[src/rtl/core/max_heap_priority_queue_defines.svh]
// Assertion macros for the max-heap priority queue.
// Used by the top level only; relies on the aclk / aresetn port names.
`ifndef MAX_HEAP_PRIORITY_QUEUE_DEFINES_SVH
`define MAX_HEAP_PRIORITY_QUEUE_DEFINES_SVH

// Same-cycle implication, checked outside reset
`define MHPQ_ASSERT_IMPL(lbl, ante, cons, msg) \
    lbl: assert property (@(posedge aclk) disable iff (!aresetn) (ante) |-> (cons)) \
        else $error(msg);

// Next-cycle implication, checked outside reset
`define MHPQ_ASSERT_NEXT(lbl, ante, cons, msg) \
    lbl: assert property (@(posedge aclk) disable iff (!aresetn) (ante) |=> (cons)) \
        else $error(msg);

`endif

[src/rtl/core/mhpq_pkg.sv]
// Shared types and constants for the max-heap priority queue.
// No dependencies; imported by every module of the block.
package mhpq_pkg;

    localparam int CAPACITY = 128;
    localparam int IDX_W    = $clog2(CAPACITY);
    localparam int CNT_W    = $clog2(CAPACITY + 1);
    localparam int CHILD_W  = CNT_W + 1;
    localparam int KEY_W    = 32;
    localparam int ENTRY_W  = 8;

    localparam logic CMD_INSERT = 1'b0;
    localparam logic CMD_DELETE = 1'b1;

    typedef logic signed [KEY_W-1:0] key_t;
    typedef logic [IDX_W-1:0]        idx_t;
    typedef logic [CNT_W-1:0]        cnt_t;
    typedef logic [CHILD_W-1:0]      child_t;

    typedef enum logic [1:0] {
        ST_DONE  = 2'd0,
        ST_FULL  = 2'd1,
        ST_EMPTY = 2'd2
    } status_t;

    // Request from the sequencer to the heap storage
    typedef struct packed {
        logic wr_en;
        idx_t wr_addr;
        key_t wr_data;
        logic rd_en;
        idx_t rd_addr_a;
        idx_t rd_addr_b;
    } mem_req_t;

    // Finished result handed to the output register
    typedef struct packed {
        key_t    removed_key;
        key_t    top_key;
        cnt_t    count;
        status_t status;
    } result_t;

endpackage

[src/rtl/core/mhpq_cmp.sv]
// Shared signed key comparator used by every sift step.
// Depends on mhpq_pkg.
module mhpq_cmp
    import mhpq_pkg::*;
(
    input  key_t a,
    input  key_t b,
    output logic gt
);

    // two's complement greater-than
    assign gt = $signed(a) > $signed(b);

endmodule

[src/rtl/core/mhpq_ctrl.sv]
// Sequencer for insert / delete-max: hole-based sift-up and sift-down.
// Depends on mhpq_pkg and mhpq_cmp; drives mhpq_ram through a mem_req_t.
module mhpq_ctrl
    import mhpq_pkg::*;
(
    input  logic     aclk,
    input  logic     aresetn,
    input  logic     s_valid,
    output logic     s_ready,
    input  logic     s_command,
    input  key_t     s_key,
    output mem_req_t mem_req,
    input  key_t     rd_data_a,
    input  key_t     rd_data_b,
    output logic     res_valid,
    input  logic     res_ready,
    output result_t  res
);

    typedef enum logic [7:0] {
        S_IDLE    = 8'b0000_0001,
        S_UP_RD   = 8'b0000_0010,
        S_UP_CMP  = 8'b0000_0100,
        S_DN_LAST = 8'b0000_1000,
        S_DN_RD   = 8'b0001_0000,
        S_DN_CMPL = 8'b0010_0000,
        S_DN_CMPR = 8'b0100_0000,
        S_FIN     = 8'b1000_0000
    } state_t;

    state_t  state_reg, state_next;
    cnt_t    count_reg, count_next;
    idx_t    pos_reg, pos_next;
    key_t    val_reg, val_next;
    key_t    cand_reg, cand_next;
    logic    cand_left_reg, cand_left_next;
    key_t    removed_reg, removed_next;
    status_t status_reg, status_next;
    key_t    top_reg;

    idx_t    parent;
    child_t  left_idx;
    child_t  right_idx;
    logic    left_ok;
    logic    right_ok;
    key_t    cmp_a;
    key_t    cmp_b;
    logic    cmp_gt;
    cnt_t    count_dec;

    // heap index arithmetic around the current hole
    assign parent    = (pos_reg - idx_t'(1)) >> 1;
    assign left_idx  = child_t'({pos_reg, 1'b0}) + child_t'(1);
    assign right_idx = left_idx + child_t'(1);
    assign left_ok   = left_idx < child_t'(count_reg);
    assign right_ok  = right_idx < child_t'(count_reg);
    assign count_dec = count_reg - cnt_t'(1);

    mhpq_cmp u_cmp (
        .a  (cmp_a),
        .b  (cmp_b),
        .gt (cmp_gt)
    );

    // comparator operand select
    always_comb begin
        cmp_a = val_reg;
        cmp_b = rd_data_a;
        unique case (state_reg)
            S_DN_CMPL: begin
                cmp_a = rd_data_a;
                cmp_b = val_reg;
            end
            S_DN_CMPR: begin
                cmp_a = rd_data_b;
                cmp_b = cand_reg;
            end
            default: begin
                cmp_a = val_reg;
                cmp_b = rd_data_a;
            end
        endcase
    end

    // sequencer
    always_comb begin
        state_next        = state_reg;
        count_next        = count_reg;
        pos_next          = pos_reg;
        val_next          = val_reg;
        cand_next         = cand_reg;
        cand_left_next    = cand_left_reg;
        removed_next      = removed_reg;
        status_next       = status_reg;
        mem_req           = '0;
        res_valid         = 1'b0;

        unique case (state_reg)
            S_IDLE: begin
                if (s_valid) begin
                    removed_next = '0;
                    status_next  = ST_DONE;
                    if (s_command == CMD_INSERT) begin
                        if (count_reg == cnt_t'(CAPACITY)) begin
                            status_next = ST_FULL;
                            state_next  = S_FIN;
                        end else begin
                            pos_next   = count_reg[IDX_W-1:0];
                            val_next   = s_key;
                            count_next = count_reg + cnt_t'(1);
                            state_next = S_UP_RD;
                        end
                    end else begin
                        if (count_reg == '0) begin
                            status_next = ST_EMPTY;
                            state_next  = S_FIN;
                        end else begin
                            removed_next      = top_reg;
                            count_next        = count_dec;
                            mem_req.rd_en     = 1'b1;
                            mem_req.rd_addr_a = count_dec[IDX_W-1:0];
                            mem_req.rd_addr_b = count_dec[IDX_W-1:0];
                            state_next        = S_DN_LAST;
                        end
                    end
                end
            end

            // sift-up: fetch parent, or drop the key at the root
            S_UP_RD: begin
                if (pos_reg == '0) begin
                    mem_req.wr_en   = 1'b1;
                    mem_req.wr_addr = pos_reg;
                    mem_req.wr_data = val_reg;
                    state_next      = S_FIN;
                end else begin
                    mem_req.rd_en     = 1'b1;
                    mem_req.rd_addr_a = parent;
                    mem_req.rd_addr_b = parent;
                    state_next        = S_UP_CMP;
                end
            end

            // move a smaller parent down into the hole, else place the key
            S_UP_CMP: begin
                mem_req.wr_en   = 1'b1;
                mem_req.wr_addr = pos_reg;
                if (cmp_gt) begin
                    mem_req.wr_data = rd_data_a;
                    pos_next        = parent;
                    state_next      = S_UP_RD;
                end else begin
                    mem_req.wr_data = val_reg;
                    state_next      = S_FIN;
                end
            end

            // last entry becomes the key sifted down from the root
            S_DN_LAST: begin
                val_next   = rd_data_a;
                pos_next   = '0;
                state_next = S_DN_RD;
            end

            S_DN_RD: begin
                if (!left_ok) begin
                    mem_req.wr_en   = 1'b1;
                    mem_req.wr_addr = pos_reg;
                    mem_req.wr_data = val_reg;
                    state_next      = S_FIN;
                end else begin
                    mem_req.rd_en     = 1'b1;
                    mem_req.rd_addr_a = left_idx[IDX_W-1:0];
                    mem_req.rd_addr_b = right_idx[IDX_W-1:0];
                    state_next        = S_DN_CMPL;
                end
            end

            // left child against the moving key
            S_DN_CMPL: begin
                cand_left_next = cmp_gt;
                cand_next      = cmp_gt ? rd_data_a : val_reg;
                state_next     = S_DN_CMPR;
            end

            // right child against the winner so far; ties keep the left
            S_DN_CMPR: begin
                mem_req.wr_en   = 1'b1;
                mem_req.wr_addr = pos_reg;
                if (right_ok && cmp_gt) begin
                    mem_req.wr_data = rd_data_b;
                    pos_next        = right_idx[IDX_W-1:0];
                    state_next      = S_DN_RD;
                end else if (cand_left_reg) begin
                    mem_req.wr_data = cand_reg;
                    pos_next        = left_idx[IDX_W-1:0];
                    state_next      = S_DN_RD;
                end else begin
                    mem_req.wr_data = val_reg;
                    state_next      = S_FIN;
                end
            end

            S_FIN: begin
                res_valid = 1'b1;
                if (res_ready) begin
                    state_next = S_IDLE;
                end
            end

            default: begin
                state_next = S_IDLE;
            end
        endcase
    end

    assign s_ready = (state_reg == S_IDLE);

    assign res.removed_key = removed_reg;
    assign res.top_key     = (count_reg != '0) ? top_reg : key_t'(0);
    assign res.count       = count_reg;
    assign res.status      = status_reg;

    // control state
    always_ff @(posedge aclk) begin
        if (!aresetn) begin
            state_reg <= S_IDLE;
            count_reg <= '0;
        end else begin
            state_reg <= state_next;
            count_reg <= count_next;
        end
    end

    // working registers
    always_ff @(posedge aclk) begin
        pos_reg       <= pos_next;
        val_reg       <= val_next;
        cand_reg      <= cand_next;
        cand_left_reg <= cand_left_next;
        removed_reg   <= removed_next;
        status_reg    <= status_next;
    end

    // shadow copy of the root, follows every write to index zero
    always_ff @(posedge aclk) begin
        if (mem_req.wr_en && (mem_req.wr_addr == '0)) begin
            top_reg <= mem_req.wr_data;
        end
    end

endmodule
[config.mk]
export PLATFORM = sky130hd
export DESIGN_NAME = mhpq_ctrl
export DESIGN_NICKNAME = d
export VERILOG_FILES = /design/src/rtl/core/max_heap_priority_queue_defines.svh /design/src/rtl/core/mhpq_pkg.sv /design/src/rtl/core/mhpq_cmp.sv /design/src/rtl/core/mhpq_ctrl.sv
export SDC_FILE = /design/constraint.sdc
export NUM_CORES = 1
export LEC_CHECK = 0
export BUFFER_PORTS_ARGS = -buffer_cell sky130_fd_sc_hd__buf_2
export CAP_MARGIN = 20
export CORE_MARGIN = 2
export CORE_UTILIZATION = 50
export DETAILED_ROUTE_END_ITERATION = 16
export PLACE_DENSITY = 0.78
export SYNTH_ARGS = -nofsm -noshare
export SYNTH_HDL_FRONTEND = slang
export SYNTH_SLANG_ARGS = --single-unit
[constraint.sdc]
create_clock -name aclk -period 6.6 [get_ports aclk]
set_input_delay 0.66 -clock aclk [delete_from_list [all_inputs] [get_ports aclk]]
set_output_delay 0.66 -clock aclk [all_outputs]
set_load 0.02 [all_outputs]
## Word-level counts from Yosys, hierarchy flattened

Cells that the tools add are included.

| operators by class | value |
|---|---|
| add/subtract/negate cells | 5 |
| magnitude comparators | 3 |
| eq/ne operators | 17 |
| muxes and demuxes | 44 |
| bitwise gates (word level) | 1 |
| reductions and logical operators | 14 |

Operators by type and width:

| cell | count |
|---|---|
| two-way mux 32 bit | 7 |
| case mux 32 bit (2 select lines) | 3 |
| case mux 40 bit (4 select lines) | 1 |
| two-way mux 8 bit | 13 |
| two-way mux 40 bit | 2 |
| two-way mux 15 bit | 5 |
| case mux 8 bit (8 select lines) | 1 |
| case mux 15 bit (3 select lines) | 1 |
| two-way mux 7 bit | 6 |
| > comparator 32 bit | 1 |
| case mux 7 bit (4 select lines) | 1 |
| less-than comparator 9 x 8 -> 1 bit | 2 |
| equality test 8 bit, second input constant | 2 |
| logical NOT 7 bit | 2 |
| inequality test 2 bit, second input constant | 7 |
| adder 8 x 1 -> 9 bit, second input constant | 1 |
| adder 9 x 1 -> 9 bit, second input constant | 1 |
| adder 8 x 1 -> 8 bit, second input constant | 1 |
| equality test 8 x 1 -> 1 bit, second input constant | 1 |
| equality test 8 x 2 -> 1 bit, second input constant | 1 |
| equality test 8 x 3 -> 1 bit, second input constant | 1 |
| equality test 8 x 4 -> 1 bit, second input constant | 1 |
| equality test 8 x 5 -> 1 bit, second input constant | 1 |
| equality test 8 x 6 -> 1 bit, second input constant | 1 |
| 16 further kinds | 21 |

| word-level totals | value |
|---|---|
| register bits after elaboration | 154 |
| bits of input ports | 101 |
| output and inout port bits | 131 |
| word-level logic and storage cells | 93 |

## Depth between registers and ports, before layout

Gate-level depths: netlist of the first run.

| logic depth | value |
|---|---|
| depth after elaboration | 8 |
| depth in mapped cells | 20 |
| depth with buffers taken out | 15 |

## Cells and area by module

From an unflattened synthesis of the first run, not the netlist that was laid out.

| unflattened totals | value |
|---|---|
| cell total of the unflattened synthesis | 1079 |
| area, all modules | 10354.9 um^2 |

Modules (own cells, without submodules):

| module | instances | cells each | area each (um^2) |
|---|---|---|---|
| mhpq_ctrl | 1 | 966 | 9550.4 |
| mhpq_cmp | 1 | 113 | 804.5 |

## Worst setup path before layout of the first run

OpenSTA, ideal clock, no wires.

| timing | value |
|---|---|
| path type | reg2out |
| start point | register state_reg[1] |
| end point | output mem_req[16] in the netlist's numbering |
| arrival | 4.699 ns |
| slack | 1.241 ns |
| cell stages (with the launch flop) | 19 |
| buffers on the path | 4 |
| cell sequence | dfxtp_1 -> or4_1 -> or3_4 -> nor3b_2 -> clkbuf_1 -> buf_2 -> nand2_1 -> nand3_1 -> ha_1 -> nand4_1 -> nor3_1 -> a22oi_1 -> o211ai_1 -> or2_1 -> clkbuf_1 -> a21oi_2 -> o2bb2ai_1 -> clkbuf_1 -> a221o_1 |

RTL lines:

| item | line | text |
|---|---|---|
| start, declared | mhpq_ctrl.sv:31 | `state_t state_reg, state_next;` |
| start signal, assigned | mhpq_ctrl.sv:230 | `state_reg <= state_next;` |
| end, declared | mhpq_ctrl.sv:12 | `output mem_req_t mem_req,` |

==> results.cfg, run 1 <==
[placed_design]
place.gp.congestion = 0.9598
hpwl_um = 21400
portBuffers = 231
dp_slack_ns = 0.2797

[floorplanning]
core.rowCount = 52
ioPinCount = 232
die_w_um = 147.5
core_um2 = 20230
die_h_um = 147.5
initial_core_util = 0.5086
dieArea_um2 = 21750

[cells_and_area]
nets = 1364
synthToLayoutAreaGrowth_pct = 20.61
fin_util = 0.6134
diodes = 0
drive_above_1_share = 0.3094

[sta]
setup_viol = 0
hold_viol = 0
timing.fmax_mhz = 157.8
rsz0062_at_grt = no
skew_ns = 0.01335
period_needed_ns = 6.338
setup_tns_ns = 0
setup_ws_ns = 0.2616
relSlewSlack = 0.2464
period_share = 0.9604
slew_viol_final = 0
tightest_slew_ns = 1.127

[clocking]
cts-htree-levels = 4
hold_buffers = 0
cts.clk_slew.worst_paths_ns = 0.07
cts_buffers = 17
clock-root-buffer = clkbuf_16
clk_latency_ns = 0.44
clk_path_buf_depth = 2
clock_sinks = 154
cts_tree = built

[routing]
post_drt_wl_per_cell_um = 20.35
drt_iter0_markers = 979
postRouteAntennaNets = 0
drc_errors = 0
drt-vias-per-instance = 6.048
wirelength_um = 30420
num_vias = 9042
drtPass1Iterations = 5

[yosys]
synthesis.nets = 1159
yosysSeqAreaShare = 0.4338
syn_area_per_cell_um2 = 10.22
synthAdderAreaFrac = 0.06201
muxShareOfSynthArea = 0.1055
synthTopCellsByArea = edfxtp_1, mux2_2, ha_1
synth-seq-cells = 154
synth_top_area_cell = edfxtp_1
synthArstFlopShare = 0
synth.distinct_cells = 61
synth-compound-area-share = 0.1579
yosysWarningCount = 0
synth-simple-area-share = 0.1852
synth_xor_area_frac = 0.01957
synth-main-ff-cell = edfxtp_1
synth_edf_count = 138
synth_top_family_by_area = simple AND/OR/NAND/NOR gates
netlist_top_cells_count = nand2_1, edfxtp_1, mux2_2, a21oi_1, ha_1
netlist_instances = 1007
synth.most_common_cell = nand2_1
synth.top_cell.area_share = 0.4027
synth.cell_area_um2 = 10290

[pwr]
switching_share = 0.4199
pwr-share-seq = 0.319
p_leak_nw = 5.233
powerDensity_nw_per_um2 = 354.4
p_int_mw = 2.552
switching_power_mw = 1.847
p_clk_frac = 0.224
p_comb_frac = 0.456
finalPower_mw = 4.399
peakVddDrop_mv = 0.1951

[critical_path]
reg2regPathDepth = 17
crit_top_cell = buf_4
cp_max_fo = 43
cp.depth = 18
required_ns = 5.94
cp_num_buf_inv = 4
cp_top_family = simple AND/OR/NAND/NOR gates
crit_slowest_cell = or4_1
critPathLaunchType = flop
cpPeakStageDelay_ns = 0.55
arrival_ns = 5.68
setup.worst_path.class = reg -> out
crit_path_end_kind = output port
cp_cell_sequence = or4_1, or3_4, nor3b_4, nor2_4, buf_12, buf_4, nand2_1, nand3_1, ha_1, nand4_1, nor4_4, and3_2, or3_1, a21o_4, buf_4, mux2i_1, a221o_1, buf_2

[grt]
grt_use_total = 0.2721
grt_pass1_vias = 8348
antenna_found_initial = 1
grt_pass1_wl_um = 46260
grt_max_degree = 85
overflow = 0

[outcome]
status = complete, no violations

[job]
drv_cap = 0

[worst_hold_path]
hp-class = in -> reg
whs_path_depth = 3
==> routing by layer <==
layer	up-vias	GRT usage	share of wire
met2	484	0.4157	0.45
li1	4220	-	-
met1	4279	0.3984	0.44
met3	59	0.03981	0.086
met5	-	0	0
met4	0	0.09231	0.028
==> what timing repair did <==
| item | 4_1_cts | 5_1_grt |
|---|---|---|
| setup endpoints to repair | 22 | 26 |
| gates resized for setup | 2 | 6 |
| cloned | 0 | 1 |
| buffers inserted | 0 | 3 |
| pin swaps | 0 | 1 |
==> layout make-up <==
class                           instances  area [um2]
Sequential cell                       154        4464
Inverter                               14       52.55
Clock buffer                           17       425.4
Clock inverter                         15       172.7
Tap cell                              270       337.8
Fill cell                            1655        7823
Multi-Input combinational cell        768        5549
Timing Repair Buffer                  257        1410
==> metrics by stage <==
step | cells | hold WS (ns) | cell area, um2
after floorplan | 1007 | 0.5451 | 10290
after global placement | 1458 | 0.5524 | 11710
after detailed placement | 1458 | 0.5577 | 11710
after CTS | 1490 | 0.4953 | 12330
after global routing | 1495 | 0.5200 | 12410
final | 1495 | 0.5101 | 12410
==> final timing paths <==
kind                        startpoint                             to  slack (ns)
min                            aresetn      state_reg[1]$_SDFFE_PN0P_        0.51
max reg2reg  state_reg[1]$_SDFFE_PN0P_           pos_reg[1]$_DFFE_PP_        1.12
min reg2reg      top_reg[18]$_DFFE_PP_  removed_reg[18]$_SDFFCE_PP0P_        0.57
max          state_reg[1]$_SDFFE_PN0P_                    mem_req[30]        0.26
==> cell usage in the layout, fill, tap and decap left out, types with 10 or more instances in the layout <==
cell       count
a21oi_1       61
a221o_1       32
a22o_1        31
and2_1        40
and3_1        36
buf_2        231
buf_4         21
clkbuf_16     18
dfxtp_1       16
edfxtp_1     138
ha_1          51
inv_1         14
mux2_2        68
mux2i_1       32
nand2_1      140
nand2b_1      34
nand3_1       43
nand4_1       10
nor2_1        20
nor3_1        11
o211ai_1      32
o21ai_0       18
xnor2_1       18
==> worst register-to-register path, stage by stage, from the launching register on <==
cell,delay (ns)
dfxtp_1,0.34
or4_1,0.55
or3_4,0.39
nor3b_4,0.40
nor2_4,0.14
buf_12,0.20
buf_4,0.22
nand2_1,0.06
nand3_1,0.08
ha_1,0.32
nand4_1,0.27
nor4_4,0.45
o41a_1,0.27
o21ai_2,0.16
a21oi_4,0.21
buf_4,0.51
or2_2,0.22
and3_1,0.36
==> logic make-up after synthesis <==
group | Yosys count
adders and majority gates | 51
AOI/OAI and AO/OA | 221
buffers and inverters | 85
xor gates and xnor gates | 23
muxes | 100
and+or+nand+nor | 373
DFF | 154
==> power groups by stage <==
stage	Clock [mW]	Sequential, mW	Combinational (mW)
after global placement	0	1.42	1.97
after floorplan	0	1.50	1.30
after CTS	0.995	1.40	2.00
after detailed placement	0	1.42	1.99
final	0.987	1.40	2.01
after global routing	1.03	1.42	2.17
Power figures use the tool's default switching activity.
==> inputs of run 2 (changes only) <==
--- a/config.mk
+++ b/config.mk
@@ -10,7 +10,7 @@
 export CORE_MARGIN = 2
 export CORE_UTILIZATION = 50
 export DETAILED_ROUTE_END_ITERATION = 16
-export PLACE_DENSITY = 0.78
+export PLACE_DENSITY_LB_ADDON = 0.1
 export SYNTH_ARGS = -nofsm -noshare
 export SYNTH_HDL_FRONTEND = slang
 export SYNTH_SLANG_ARGS = --single-unit
==> results.cfg, run 2 (synthesized netlist as in run 1, its figures left out) <==
[routing]
post_drt_wl_per_cell_um = 19.60
postRouteAntennaNets = 0
drc_errors = 0
drt_iter0_markers = 770
drt-vias-per-instance = 5.906
drtPass1Iterations = 5
num_vias = 8806
wirelength_um = 29220

[floorplanning]
dieArea_um2 = 21750
core.rowCount = 52
die_h_um = 147.5
core_um2 = 20230
die_w_um = 147.5
ioPinCount = 232
initial_core_util = 0.5086

[worst_hold_path]
worstHoldStart = aresetn
hp-class = in -> reg
min_to = state_reg[1]$_SDFFE_PN0P_
whs_path_depth = 3

[clocking]
clk_path_buf_depth = 2
clock-root-buffer = clkbuf_16
cts-htree-levels = 4
clock_sinks = 154
cts_tree = built
clk_latency_ns = 0.44
cts_resized = 0
cts.clk_slew.worst_paths_ns = 0.07
cts_buffers = 17
hold_buffers = 0
post_cts_buffers = 0

[pwr]
peakVddDrop_mv = 0.1874
pwr-share-seq = 0.320
p_leak_nw = 5.186
p_int_mw = 2.548
switching_power_mw = 1.836
powerDensity_nw_per_um2 = 355.3
p_comb_frac = 0.455
switching_share = 0.4188
p_clk_frac = 0.225

[sta]
period_needed_ns = 6.345
slew_viol_final = 0
relSlewSlack = 0.3320
setup_tns_ns = 0
period_share = 0.9614
timing.fmax_mhz = 157.6
setup_viol = 0
setup_ws_ns = 0.2549
tightest_slew_ns = 1.002
hold_viol = 0
skew_ns = 0.01355

[critical_path]
required_ns = 5.94
crit_top_cell = buf_12
crit_path_end_kind = output port
cpPeakStageDelay_ns = 0.55
cp_cell_sequence = or4_1, or3_4, nor3b_4, buf_12, buf_12, a22o_1, a21oi_1, ha_1, nand4_1, nor4_4, and3_2, or3_1, a21o_2, buf_4, mux2i_1, a221o_1, buf_2
arrival_ns = 5.69
cp_num_buf_inv = 4
setup.worst_path.class = reg -> out
crit_slowest_cell = or4_1
critPathLaunchType = flop
cp_max_fo = 56
r2r-end = pos_reg[0]$_DFFE_PP_
reg2regPathDepth = 16
cp_top_family = simple AND/OR/NAND/NOR gates
r2r-start = state_reg[1]$_SDFFE_PN0P_
rrSetupSlack_ns = 1.12

[cells_and_area]
multi_input_area_um2 = 5539
fillers = 1733
mostFrequentLayoutCells = buf_2, nand2_1, edfxtp_1
nets = 1356
synthToLayoutAreaGrowth_pct = 19.87
final_common_cell = buf_2
seqCellArea_um2 = 4464
drive_above_1_share = 0.3057

[placed_design]
dp_slack_ns = 0.5524
portBuffers = 231
place.gp.congestion = 0.9521
hpwl_um = 20710

[job]
drv_cap = 0

[grt]
overflow = 0
grt_use_total = 0.2676
grt_max_degree = 103
grt_pass1_wl_um = 45240
grt_pass1_vias = 8041
antenna_found_initial = 3

[outcome]
status = complete, no violations
==> run 2: how the worst max path moves through the flow <==
| stage | startpoint | endpoint | slack, ns | cells past startpoint |
|---|---|---|---|---|
| finish | state_reg[1]$_SDFFE_PN0P_ | mem_req[41] | 0.25 | 17 |
| global placement | state_reg[1]$_SDFFE_PN0P_ | mem_req[37] | 0.62 | 17 |
| floorplan | state_reg[1]$_SDFFE_PN0P_ | mem_req[16] | 1.24 | 18 |
| detailed placement | state_reg[1]$_SDFFE_PN0P_ | mem_req[38] | 0.55 | 17 |
| CTS | state_reg[1]$_SDFFE_PN0P_ | mem_req[38] | 0.06 | 17 |
| global route | state_reg[1]$_SDFFE_PN0P_ | mem_req[40] | -0.04 | 17 |
==> run 2: area by class of cell <==
| class | instances | area share |
|---|---|---|
| Sequential cell | 154 | 0.3619 |
| Tap cell | 270 | 0.02739 |
| Antenna cell | 4 | 0.0008114 |
| Clock buffer | 17 | 0.03449 |
| Multi-Input combinational cell | 768 | 0.4490 |
| Timing Repair Buffer | 249 | 0.1080 |
| Clock inverter | 15 | 0.01410 |
| Inverter | 14 | 0.004260 |
==> run 2: metal layers <==
layer	global-route usage	wire length, um
met1	0.3925	13340
met2	0.4054	13010
met3	0.04846	2346
met4	0.08173	524
met5	0	0
==> run 2: power by group through the flow <==
stage | logic, mW | clock network (mW) | registers (mW)
4_1_cts | 2.00 | 1.00 | 1.40
2_1_floorplan | 1.30 | 0 | 1.50
6_report | 1.99 | 0.986 | 1.40
5_1_grt | 2.17 | 1.04 | 1.42
3_3_place_gp | 1.98 | 0 | 1.42
3_5_place_dp | 1.99 | 0 | 1.42
==> run 2: worst reg2reg max path: stages, from the launching register on <==
cell,delay [ns]
dfxtp_1,0.34
or4_1,0.55
or3_4,0.38
nor3b_4,0.34
buf_12,0.25
buf_12,0.31
a22o_1,0.21
a21oi_1,0.04
ha_1,0.37
nand4_1,0.27
nor4_4,0.39
o41a_1,0.26
o21ai_2,0.16
a21oi_4,0.20
buf_4,0.50
or2_2,0.23
and3_1,0.36
==> run 2: per-stage QoR <==
stage	power [mW]	std cells	instance area (um2)	hold WS, ns	utilization
final	4.383	1491	12340	0.4993	0.6096
after floorplan	2.807	1007	10290	0.5451	-
after global routing	4.630	1489	12330	0.5083	0.6094
after CTS	4.400	1486	12280	0.4849	0.6069
after detailed placement	3.412	1454	11680	0.5548	0.5772
after global placement	3.397	1454	11680	0.5531	0.5772
==> inputs of run 3 (changes only) <==
--- a/config.mk
+++ b/config.mk
@@ -7,6 +7,7 @@
 export LEC_CHECK = 0
 export BUFFER_PORTS_ARGS = -buffer_cell sky130_fd_sc_hd__buf_2
 export CAP_MARGIN = 20
+export CORE_ASPECT_RATIO = 2
 export CORE_MARGIN = 2
 export CORE_UTILIZATION = 50
 export DETAILED_ROUTE_END_ITERATION = 16
==> results.cfg, run 3 (synthesized netlist as in run 1, its figures left out) <==
[outcome]
status = complete, no violations

[cells_and_area]
final_common_cell = buf_2
mostFrequentLayoutCells = buf_2, nand2_1, edfxtp_1
nets = 1356
drive_above_1_share = 0.3024
synthToLayoutAreaGrowth_pct = 19.79
design_area_um2 = 12330
fillers = 1780

[placed_design]
hpwl_um = 23780
dpl_cell_area_um2 = 11680
portBuffers = 231
place.gp.congestion = 0.9895

[floorplanning]
die_h_um = 206.9
core_um2 = 20280
core.rowCount = 74
initial_core_util = 0.5075
ioPinCount = 232
dieArea_um2 = 21820
die_w_um = 105.4

[grt]
grt_pass1_vias = 9003
overflow = 0
antenna_found_initial = 3
grt_pass1_wl_um = 49760
grt_use_total = 0.3015
grt_max_degree = 65

[pwr]
powerDensity_nw_per_um2 = 365.4
p_leak_nw = 5.164
peakVddDrop_mv = 0.2363

[job]
drv_cap = 0

[clocking]
clock-root-buffer = clkbuf_16
cts_buffers = 17
clk_path_buf_depth = 2
hold_buffers = 0
cts.clk_slew.worst_paths_ns = 0.06
cts_tree = built
clk_latency_ns = 0.45
clock_sinks = 154
post_cts_buffers = 0
cts-htree-levels = 4

[sta]
setup_viol = 0
rsz0062_at_grt = no
relSlewSlack = 0.2986
setup_tns_ns = 0
tightest_slew_ns = 1.050
skew_ns = 0.01050
slew_viol_final = 0
hold_viol = 0
timing.fmax_mhz = 158.5
period_needed_ns = 6.310
period_share = 0.9560

[routing]
drc_errors = 0
drt-vias-per-instance = 6.088
postRouteAntennaNets = 0
wirelength_um = 32840
post_drt_wl_per_cell_um = 22.12
num_vias = 9040
drt_iter0_markers = 599
drtPass1Iterations = 5

[critical_path]
cp_max_fo = 40
critPathLaunchType = flop
crit_top_cell = buf_4
cpPeakStageDelay_ns = 0.56
cp_cell_sequence = or4_1, or3_4, nor3b_4, buf_4, a22o_1, a21oi_1, ha_1, nand4_1, nor4_1, and3_1, or3_1, a21o_4, buf_4, mux2i_1, a221o_1, buf_2
crit_path_end_kind = output port
rrSetupSlack_ns = 1.09
arrival_ns = 5.65
setup.worst_path.class = reg -> out
crit_slowest_cell = or4_1
required_ns = 5.94

[worst_hold_path]
hp-class = in -> reg
-- run 3: cell count changes in the layout (fill, tap and decap cells not counted), moves of 3 or more --
cell	change
inv_8	-4
bufinv_16	+3
clkinv_8	-4
clkinvlp_4	+3
-- run 3: critical path: cells and delay by family (launching register included) --
kind / cells / cell delay, ns
buffers and inverters: 3 / 0.97
AND/OR/NAND/NOR: 7 / 2.50
multiplexers: 1 / 0.10
adder cells (fa/ha/maj): 1 / 0.36
flip-flops: 1 / 0.33
AO/OA/AOI/OAI: 4 / 0.91
-- run 3: through the flow --
stage	setup slack, ns	hold slack (ns)	cells	total power [mW]	utilization
2_1_floorplan	1.241	0.5451	1007	2.807	-
3_3_place_gp	0.4700	0.5579	1450	3.493	0.5759
3_5_place_dp	0.3697	0.5606	1450	3.508	0.5759
4_1_cts	0.06878	0.4502	1483	4.532	0.6072
5_1_grt	0.01962	0.4634	1485	4.733	0.6080
6_report	0.2903	0.4633	1485	4.505	0.6080
-- run 3: worst paths after layout --
path                                    to                 startpoint  cells past startpoint
max                            mem_req[25]  state_reg[1]$_SDFFE_PN0P_                     16
min              state_reg[6]$_SDFFE_PN0P_                    aresetn                      2
max reg2reg           pos_reg[3]$_DFFE_PP_  state_reg[1]$_SDFFE_PN0P_                     15
min reg2reg  removed_reg[29]$_SDFFCE_PP0P_      top_reg[29]$_DFFE_PP_                      1
-- run 3: layout make-up --
cell class              instances  area (um2)  area share
clock buffers                  18       429.2     0.03481
clock inverters                14       172.7     0.01401
repair buffers                248        1309      0.1062
multi-input cells             769        5563      0.4512
well taps                     266       332.8     0.02700
diodes                          2       5.005   0.0004060
inverters                      14       52.55    0.004263
flip-flops and latches        154        4464      0.3621
-- run 3: what timing repair did --
| action | 4_1_cts | 5_1_grt |
|---|---|---|
| endpoints found under the setup margin | 26 | 32 |
| resized for setup | 2 | 2 |
| pin swaps | 0 | 0 |
| cloned | 1 | 0 |
-- run 3: report_power, final --
part	switching [mW]	internal (mW)	total, mW
Sequential	0.145	1.28	1.42
Combinational	1.30	0.762	2.06
Clock	0.422	0.596	1.02
-- run 3: metal layers --
layer / global-route usage / up-vias / wire length [um]
met3: 0.04553 / 108 / 1747
met2: 0.5532 / 374 / 17840
met1: 0.3151 / 4356 / 11230
li1: - / 4202 / -
met4: 0.2000 / 0 / 2026
met5: 0 / - / 0
